--- config.mk ---
export PLATFORM = sky130hd
export DESIGN_NAME = pqe_div
export DESIGN_NICKNAME = d
export VERILOG_FILES = /design/src/rtl/pqe_pkg.sv /design/src/rtl/pqe_div.sv
export SDC_FILE = /design/constraint.sdc
export NUM_CORES = 1
export LEC_CHECK = 0
export BUFFER_PORTS_ARGS = -buffer_cell sky130_fd_sc_hd__buf_2
export CORE_ASPECT_RATIO = 2
export CORE_UTILIZATION = 45
export DETAILED_ROUTE_END_ITERATION = 10
export GPL_ROUTABILITY_DRIVEN = 0
export PLACE_DENSITY_LB_ADDON = 0.25
export SYNTH_ARGS = -nofsm -noshare
export SYNTH_HDL_FRONTEND = slang
export SYNTH_SLANG_ARGS = --single-unit
--- constraint.sdc ---
create_clock -name i_clk -period 2.9 [get_ports i_clk]
set_input_delay 0.58 -clock i_clk [delete_from_list [all_inputs] [get_ports i_clk]]
set_output_delay 0.58 -clock i_clk [all_outputs]
set_load 0.01 [all_outputs]
--- src/rtl/pqe_pkg.sv ---
// Shared types and constants of the motor and quadrature encoder model.
package pqe_pkg;

    // field widths
    localparam int THRESH_BITS = 8;
    localparam int SLOPE_BITS  = 16;
    localparam int ICPT_BITS   = 16;
    localparam int NUM_BITS    = 24;
    localparam int SPEED_BITS  = 16;
    localparam int DUTY_BITS   = 8;
    localparam int REQ_BITS    = 2;
    localparam int CFG_IDX_W   = 3;
    localparam int CFG_DATA_W  = 24;

    // period numerator is scaled by 16 before the divide
    localparam int NUM_SHIFT   = 4;
    localparam int DVD_BITS    = NUM_BITS + NUM_SHIFT;
    localparam int QCNT_BITS   = $clog2(DVD_BITS + 1);

    // mult-add result: 24-bit product plus intercept scaled by 256, signed
    localparam int SUM_BITS    = 26;
    localparam int SPD_FRAC    = 8;

    // stream payload widths
    localparam int S_TDATA_W   = 16;
    localparam int S_TUSER_W   = REQ_BITS;
    localparam int M_TDATA_W   = 24;

    localparam int PERIOD_BITS_DEF = 20;

    // register reset values
    localparam logic [THRESH_BITS-1:0] THRESH_RST = 8'd35;
    localparam logic [SLOPE_BITS-1:0]  SLOPE_RST  = 16'd11305;
    localparam logic [ICPT_BITS-1:0]   ICPT_RST   = 16'hFBCD; // -1075
    localparam logic [NUM_BITS-1:0]    NUM_RST    = 24'd4000000;

    // register indexes
    localparam logic [CFG_IDX_W-1:0] CFG_THRESH = 3'd0;
    localparam logic [CFG_IDX_W-1:0] CFG_SLOPE  = 3'd1;
    localparam logic [CFG_IDX_W-1:0] CFG_ICPT   = 3'd2;
    localparam logic [CFG_IDX_W-1:0] CFG_NUM    = 3'd3;

    // request kinds
    typedef enum logic [REQ_BITS-1:0] {
        REQ_DUTY = 2'd0,
        REQ_DIR  = 2'd1,
        REQ_TICK = 2'd2
    } t_req;

    // divider status toward the sequencer
    typedef struct packed {
        logic busy;
        logic done;
    } t_div_stat;

endpackage

--- src/rtl/pqe_div.sv ---
// Restoring divider, one quotient bit per cycle, for the step period.
module pqe_div import pqe_pkg::*; (
    input  logic                  i_clk,
    input  logic                  i_rst_n,
    input  logic                  i_start,
    input  logic [DVD_BITS-1:0]   i_dividend,
    input  logic [SPEED_BITS-1:0] i_divisor,
    output t_div_stat             o_stat,
    output logic [DVD_BITS-1:0]   o_quot
);

    logic                  r_busy;
    logic                  r_done;
    logic [QCNT_BITS-1:0]  r_cnt;
    logic [SPEED_BITS-1:0] r_rem;
    logic [DVD_BITS-1:0]   r_quo;
    logic [SPEED_BITS-1:0] r_dsr;

    logic [SPEED_BITS:0]   w_shift;
    logic [SPEED_BITS:0]   w_diff;
    logic                  w_ge;

    // one trial subtraction per cycle; remainder stays below the divisor
    assign w_shift = {r_rem, r_quo[DVD_BITS-1]};
    assign w_ge    = w_shift >= {1'b0, r_dsr};
    assign w_diff  = w_shift - {1'b0, r_dsr};

    // control
    always_ff @(posedge i_clk) begin
        if (!i_rst_n) begin
            r_busy <= 1'b0;
            r_done <= 1'b0;
            r_cnt  <= '0;
        end else begin
            r_done <= 1'b0;
            if (i_start) begin
                r_busy <= 1'b1;
                r_cnt  <= QCNT_BITS'(DVD_BITS);
            end else if (r_busy) begin
                r_cnt <= r_cnt - 1'b1;
                if (r_cnt == QCNT_BITS'(1)) begin
                    r_busy <= 1'b0;
                    r_done <= 1'b1;
                end
            end
        end
    end

    // datapath: dividend shifts out as quotient shifts in
    always_ff @(posedge i_clk) begin
        if (i_start) begin
            r_rem <= '0;
            r_quo <= i_dividend;
            r_dsr <= i_divisor;
        end else if (r_busy) begin
            r_rem <= w_ge ? w_diff[SPEED_BITS-1:0] : w_shift[SPEED_BITS-1:0];
            r_quo <= {r_quo[DVD_BITS-2:0], w_ge};
        end
    end

    assign o_stat.busy = r_busy;
    assign o_stat.done = r_done;
    assign o_quot      = r_quo;

endmodule
Word-level counts from Yosys, hierarchy flattened
Index checks and enable logic that the tools add are counted.
- bits in registers: 67
- output and inout bits: 30
- logic and storage cells: 25
- bits in read-only memories: 0
- bits of input ports: 47
- bits in latches: 0
- memories: 0
- memory bits (writable): 0
- muxes and demuxes: 9
- add/subtract/negate cells: 2
- shifts and indexed selects: 0
- reductions and logical operators: 3
- order comparisons: 1
- bitwise operators: 2
- div/mod/pow operators: 0
- equal/unequal tests: 1
- multiply operators: 0
- operators with widths (cell ; count):
    $mux W28 ; 2
    $ge A17 B16 Y1 ; 1
    $mux W16 ; 1
    $sub A16 B16 Y16 ; 1
    $mux W5 ; 2
    $eq A5 B1 Y1 const B ; 1
    $sub A5 B1 Y5 const B ; 1
    $mux W1 ; 4
    $reduce_or A3 Y1 ; 1
    $not A1 Y1 ; 2
    $reduce_bool A2 Y1 ; 1
    $reduce_or A2 Y1 ; 1

Longest topological paths before layout
Gate-level depths: netlist of run 1.
- word-level depth: 4
- mapped depth: 11
- depth with buffers taken out: 10

Least setup slack after synthesis of run 1
No wires, ideal clock.
- path kind: flip-flop to flip-flop
- start: register r_dsr[5]
- end: register r_quo[0] (netlist: o_quot[0]) (data pin)
- arrival time: 1.863 ns
- setup time: 0.273 ns
- required time: 2.627 ns
- setup slack: 0.763 ns
- period minus slack after synthesis: 2.137 ns
- buffers on the path: 1
- cell stages (with the launch flop): 10
- cells stage by stage: edfxtp_1 > inv_1 > ha_1 > and4_4 > and2_4 > a211o_1 > a31oi_2 > a21o_2 > buf_2 > o21ai_0
- word-level cells in the longest chain between the ends: 3
- RTL lines (what ; RTL line ; text):
    start, declared ; pqe_div.sv:17 ; logic [SPEED_BITS-1:0] r_dsr;
    start signal, assigned ; pqe_div.sv:54 ; r_dsr <= i_divisor;
    $ge A17 B16 Y1 ; pqe_div.sv:25 ; assign w_ge = w_shift >= {1'b0, r_dsr};
    $mux W28 ; pqe_div.sv:55 ; end else if (r_busy) begin
    $mux W28 ; pqe_div.sv:51 ; if (i_start) begin
    end signal, assigned ; pqe_div.sv:53 ; r_quo <= i_dividend;
    end signal, assigned ; pqe_div.sv:57 ; r_quo <= {r_quo[DVD_BITS-2:0], w_ge};
    end, declared ; pqe_div.sv:16 ; logic [DVD_BITS-1:0] r_quo;
No other way between the ends. The select of a mux whose other input is x is not followed.
A chain may end at the register's enable or synchronous reset.

Worst setup path after layout of run 1
- start: register r_dsr[3]
- end: register r_rem[4]
- word-level cells in the longest chain between the ends: 2
- elaborated cells between the ends (all ways): 3
- classes of those cells: add/sub: 1; order compare: 1; mux: 1
- RTL lines (what ; RTL line ; text):
    $sub A16 B16 Y16 or $ge A17 B16 Y1 (tied branches) ; pqe_div.sv:26, pqe_div.sv:25 ;
    $mux W16 * ; pqe_div.sv:56 ; r_rem <= w_ge ? w_diff[SPEED_BITS-1:0] : w_shift[SPEED_BITS-1:0];
    end signal, assigned ; pqe_div.sv:56 ;
    end, declared ; pqe_div.sv:15 ; logic [SPEED_BITS-1:0] r_rem;
Every way passes the cells marked *; elsewhere a longest branch is shown, timed or not.

==> impl_metrics.json, run 1 <==
{
  "wl_per_cell_um": 15.66,
  "synth-seq-cells": 67,
  "clockRootBuffer": "clkbuf_16",
  "maxCapViolCount": 0,
  "synthTopCellsByArea": "edfxtp_1, dfxtp_1, mux2_2",
  "grt_pass1_wl_um": 12840,
  "final_cell_mix": "buf_2, edfxtp_1, mux2_2",
  "initial_core_util_pct": 46.35,
  "setup_viol_count_final": 0,
  "crit_path_end_kind": "flip-flop",
  "clkLatencyLatePin_ns": 0.33,
  "vias_per_cell": 5.473,
  "rrSetupSlack_ns": 0.41,
  "yosysUniqueCellTypes": 51,
  "status": "completed",
  "path_max_fanout": 6,
  "port_buffers": 76,
  "slew_headroom_pct": 26.93,
  "cts_setup_buffers": 0,
  "drc": 0,
  "ant_nets": 0,
  "p_per_area_nw_per_um2": 637.9,
  "cts_tree": "yes",
  "drtPass1Iterations": 4,
  "hold_viol_final": 0,
  "fmax_mhz": 402.4,
  "final_common_cell": "buf_2",
  "final_nets": 458,
  "hp-class": "in -> reg",
  "fin_crit_sh_pct": 85.70,
  "yosys_warnings": 0,
  "area_growth_pct": 22.98,
  "dieArea_um2": 8209,
  "final.min_clock_period_ns": 2.485,
  "yosysTopAreaCellShare_pct": 37.50,
  "cts_hold_buf": 0,
  "drive_gt1_share_pct": 34.26,
  "diodes": 0,
  "crit_path_start": "r_dsr[3]",
  "timing.rr.start": "r_dsr[3]",
  "cp-start-kind": "flip-flop",
  "track_usage_pct": 20.77,
  "die_w_um": 64.57,
  "maxSlewViolCount": 0,
  "r2r_end": "r_rem[4]",
  "placed_area_um2": 3974,
  "whs_ns": 0.4209,
  "die_y_um": 127.1,
  "synth_fp_nets": 381,
  "design_area_um2": 4333,
  "setup-tns-final_ns": 0,
  "cts-resized-gates": 0,
  "grt_max_degree": 56,
  "overflow": 0,
  "fin_skew_ns": 0.006497,
  "vdd_drop_max_v": 0.0005399,
  "multi_input_area_um2": 1578,
  "worst_pin_slew_ns": 1.092,
  "cp.arrival_ns": 2.72,
  "antenna_found_initial": 0,
  "regArea_um2": 1782,
  "rows": 45,
  "grt_pass1_vias": 2826,
  "p_leak_uw": 0.001836,
  "first_iter_violations": 148,
  "clockBufferDepth": 2,
  "cts_htree_levels": 3,
  "cts_inserted_buffers": 9,
  "synth_top_area_cell": "edfxtp_1",
  "final_core_util_pct": 57.00,
  "postSynthCellCount": 315,
  "synth_area_per_cell_um2": 11.19,
  "syn_area_um2": 3523,
  "worstPathRequired_ns": 3.14,
  "instances_no_fill": 491,
  "drt_wl_total_um": 7691,
  "ys_seq_area_share_pct": 50.57,
  "placed_cells": 475,
  "worst_r2r_path_depth": 10,
  "nFillCells": 675,
  "rsz0062_at_grt": "false",
  "dp_hpwl_um": 5590,
  "crit_type": "reg -> reg",
  "crit_path_end": "r_rem[4]",
  "cts.reportedPaths.clkPinSlew_ns": 0.06,
  "num_io_pins": 77,
  "core_um2": 7601,
  "cts_num_sinks": 67,
  "vias": 2687
}
[cells in the mapped netlist, drive strengths merged]
library cell,n
o21a,4
clkbuf,5
inv,23
a21oi,18
xor2,7
nand4,1
a32oi,5
or4b,1
o31a,1
a211o,1
nor3,3
nand3,13
o21bai,2
a21o,4
edfxtp,44
and3,2
o211ai,1
fa,1
mux2,27
or3,1
xnor2,9
and2,2
nor2b,5
and4,1
o31ai,2
a221o,1
o311ai,5
nand2,26
dfxtp,23
a311oi,3
nor2,20
ha,18
o21ai,14
a211oi,1
nand2b,2
buf,9
a31oi,3
nor4b,2
a32o,1
mux2i,2
a21boi,2
[per-stage QoR]
step	power, uW	setup WS, ns
CTS	2801	0.4314
finish	2764	0.4147
global placement	1523	0.5211
detailed placement	1529	0.4826
global route	2876	0.2602
floorplan	1400	0.7634
[worst min-delay path by stage]
stage / startpoint / endpoint / depth (start not counted)
global route: i_divisor[15] / r_dsr[15] / 1
global placement: r_rem[15] / r_rem[15] / 2
detailed placement: r_rem[15] / r_rem[15] / 2
CTS: i_divisor[15] / r_dsr[15] / 1
finish: i_divisor[15] / r_dsr[15] / 1
floorplan: r_rem[15] / r_rem[15] / 2
[cells by family (layout without fill, tap and decap cells)]
group,count (synthesis),after routing,synth area share (%)
AOI/OAI and AO/OA,68,68,13.64
xor gates and xnor gates,16,16,3.977
adders and majority gates,19,19,6.960
buffers and inverters,37,119,4.652
DFF,67,67,50.57
muxes,29,29,9.197
and+or+nand+nor,79,79,11.01
[where the power goes]
| group | internal [uW] | switching [uW] | total (uW) | leakage, uW |
|---|---|---|---|---|
| combinational | 167 | 193 | 361 | 0.00103 |
| sequential | 1110 | 43.1 | 1150 | 0.000626 |
| clock | 847 | 408 | 1260 | 0.000178 |
| total | 2120 | 644 | 2760 | 0.00184 |
[area by class of cell]
type	instances	share of cell area (%)
multi-input combinational	211	36.41
clock buffer	13	7.248
clock inverter	3	1.040
timing repair buffer	80	9.472
tap	94	2.714
inverter	23	1.992
sequential	67	41.12
[state kept, by name, summed over array words and instances, names as in the netlist]
register	count
r_busy	1
r_cnt	5
r_rem	16
r_dsr	16
r_done	1
o_quot	28
[critical path, stage by stage (launching register included)]
cell and delay (ns):
edfxtp_1 0.31, inv_1 0.04, ha_1 0.36, nand3_1 0.14
o21bai_1 0.18, nand3_1 0.26, a31oi_2 0.16, a21oi_2 0.35
buf_4 0.23, nand2_1 0.09, a311oi_2 0.27
[per-layer routing]
metal | vias up | GRT usage (%) | part of all wire, %
met3 | 22 | 5.268 | 5.3
li1 | 1303 | - | -
met5 | - | 0 | 0
met2 | 98 | 35.60 | 53
met4 | 0 | 13.99 | 4.6
met1 | 1264 | 21.77 | 37
(Power assumes the default switching activity.)
==> run 2, diff against run 1 <==
--- a/config.mk
+++ b/config.mk
@@ -5,6 +5,7 @@
 export SDC_FILE = /design/constraint.sdc
 export NUM_CORES = 1
 export LEC_CHECK = 0
+export ABC_AREA = 1
 export BUFFER_PORTS_ARGS = -buffer_cell sky130_fd_sc_hd__buf_2
 export CORE_ASPECT_RATIO = 2
 export CORE_UTILIZATION = 45
==> run 2 against run 1 <==
Total power is 2.0% lower. Non-clock buffer count stayed put. Count of clock-buffer cells in the layout shrank 4. Setup slack gained 0.38 ns. Utilization decreased by 1.9 points. Clock power hardly changed. Highest routed layer unchanged.
==> impl_metrics.json, run 2 <==
{
  "status": "completed",
  "dieArea_um2": 9296,
  "whs_ns": 0.4271,
  "min_path_cells": 1,
  "track_usage_pct": 22.10,
  "antenna_found_initial": 0,
  "die_y_um": 135.4,
  "vias": 3449,
  "largest_register_ffs": 28,
  "cts_hold_buf": 0,
  "vias_per_cell": 5.050,
  "synthTopCellsByCount": "nand2_1, inv_1, edfxtp_1",
  "worst_path_dominant_cell_family": "adder cells",
  "final.min_clock_period_ns": 2.109,
  "initial_core_util_pct": 46.27,
  "synth_area_per_cell_um2": 7.955,
  "final_nets": 644,
  "clockRootBuffer": "clkbuf_16",
  "setup-tns-final_ns": 0,
  "diodes": 0,
  "overflow": 0,
  "final_core_util_pct": 55.15,
  "yosys_warnings": 0,
  "worstPathRequired_ns": 3.12,
  "fin_crit_sh_pct": 72.73,
  "postSynthCellCount": 503,
  "grt_max_degree": 38,
  "cp-start-kind": "flip-flop",
  "fin_skew_ns": 0.005017,
  "worst_slack_ns": 0.7908,
  "final_common_cell": "nand2_1",
  "synthTopCellsByArea": "edfxtp_1, nand2_1, dfxtp_1",
  "dp_hpwl_um": 6906,
  "critPathBufInv": 1,
  "rsz0062_at_grt": "false",
  "synth-seq-cells": 67,
  "final_cell_mix": "nand2_1, buf_2, inv_1",
  "slew_headroom_pct": 41.91,
  "ant_nets": 0,
  "cts_num_sinks": 67,
  "slowest_delay_ns": 0.44,
  "async_reset_ff_share_pct": 0,
  "timing.rr.start": "o_quot[27]",
  "vdd_drop_max_v": 0.0004254,
  "hold-path-endpoint": "r_dsr[13]",
  "fmax_mhz": 474.1,
  "pre_cts_ws_ns": 0.8157,
  "path_depth": 11,
  "clockBufferDepth": 2,
  "syn_area_um2": 4001,
  "cp.arrival_ns": 2.33,
  "die_w_um": 68.68,
  "synth_top_area_cell": "edfxtp_1",
  "cts-resized-gates": 0,
  "slowest_stage": "fa_1",
  "r2r_end": "r_rem[12]",
  "maxCapViolCount": 0,
  "ys_seq_area_share_pct": 44.53,
  "rows": 48,
  "p_per_area_nw_per_um2": 568.1,
  "drt_wl_total_um": 9146,
  "setup_viol_count_final": 0,
  "cpMostUsedCell": "nand2_1",
  "p_total_uw": 2710,
  "hp-class": "in -> reg",
  "yosysMostFrequentCell": "nand2_1",
  "hp-start": "i_divisor[13]",
  "cts_tree": "yes",
  "wl_per_cell_um": 13.39,
  "core_um2": 8648,
  "worst_pin_slew_ns": 0.8705,
  "p_leak_uw": 0.002554,
  "grt_pass1_vias": 3517,
  "crit_chain": "inv_1 -> ha_1 -> fa_1 -> o21bai_1 -> nand2_1 -> nand3_1 -> nand2_1 -> nand2_1 -> nand2_1 -> nand3_1 -> nand2_1",
  "cts_htree_levels": 3,
  "first_iter_violations": 120,
  "cts_inserted_buffers": 9,
  "area_growth_pct": 19.20,
  "synth_edf_count": 44,
  "maxSlewViolCount": 0,
  "drc": 0,
  "yosysUniqueCellTypes": 36,
  "hold_viol_final": 0,
  "yosysTopAreaCellShare_pct": 33.02,
  "path_max_fanout": 3,
  "crit_path_end_kind": "flip-flop",
  "drtPass1Iterations": 4,
  "grt_pass1_wl_um": 15090,
  "cts_setup_buffers": 0,
  "drive_gt1_share_pct": 22.81,
  "cts.reportedPaths.clkPinSlew_ns": 0.06,
  "rrSetupSlack_ns": 0.79,
  "ys_dominant_reg_cell": "edfxtp_1",
  "port_buffers": 76,
  "num_io_pins": 77,
  "crit_type": "reg -> reg",
  "worst_r2r_path_depth": 11,
  "clkLatencyLatePin_ns": 0.32,
  "synth_fp_nets": 569
}
run 2: changes by cell type in the layout (fill, tap and decap cells not counted), moves of 12 or more:
cell / delta
nand2_2: +13
nand3b_1: +18
nand2_1: +185
mux2_2: -27
inv_1: +38
nand3_1: +12
run 2: kinds of logic after synthesis:
| logic type | count (synthesis) | synth area share, % |
|---|---|---|
| compound gates | 19 | 3.065 |
| xor+xnor | 6 | 1.313 |
| fa+ha+maj | 19 | 6.129 |
| buf+inv | 87 | 9.350 |
| flops | 67 | 44.53 |
| simple gates | 305 | 35.62 |
run 2: cell type report:
class	count	area, um^2
Fill cell	834	3879
Clock inverter	7	115.1
Timing Repair Buffer	80	410.4
Multi-Input combinational cell	349	1846
Clock buffer	9	225.2
Inverter	71	266.5
Tap cell	100	125.1
Sequential cell	67	1782
run 2: how the worst max path moves through the flow:
stage / start / endpoint / slack, ns
2_1_floorplan: i_start / o_quot[0] / 1.08
3_3_place_gp: o_quot[27] / r_rem[12] / 0.86
3_5_place_dp: o_quot[27] / r_rem[12] / 0.82
4_1_cts: o_quot[27] / r_rem[12] / 0.80
5_1_grt: o_quot[27] / r_rem[12] / 0.66
6_report: o_quot[27] / r_rem[12] / 0.79
run 2: per-layer routing:
metal / GRT usage (%) / share of wire (%)
met1: 22.50 / 37
met2: 38.56 / 54
met4: 14.81 / 4.9
met5: 0 / 0
met3: 4.293 / 4.2
run 2: power by group:
part	internal (uW)	switching, uW
logic	126	208
registers	1100	34.4
clock network	838	406
run 2: stage by stage:
stage                     instance area (um^2)  instances
after floorplan                           4001        503
after global placement                    4429        667
after detailed placement                  4429        667
after CTS                                 4770        683
after global routing                      4770        683
final                                     4770        683
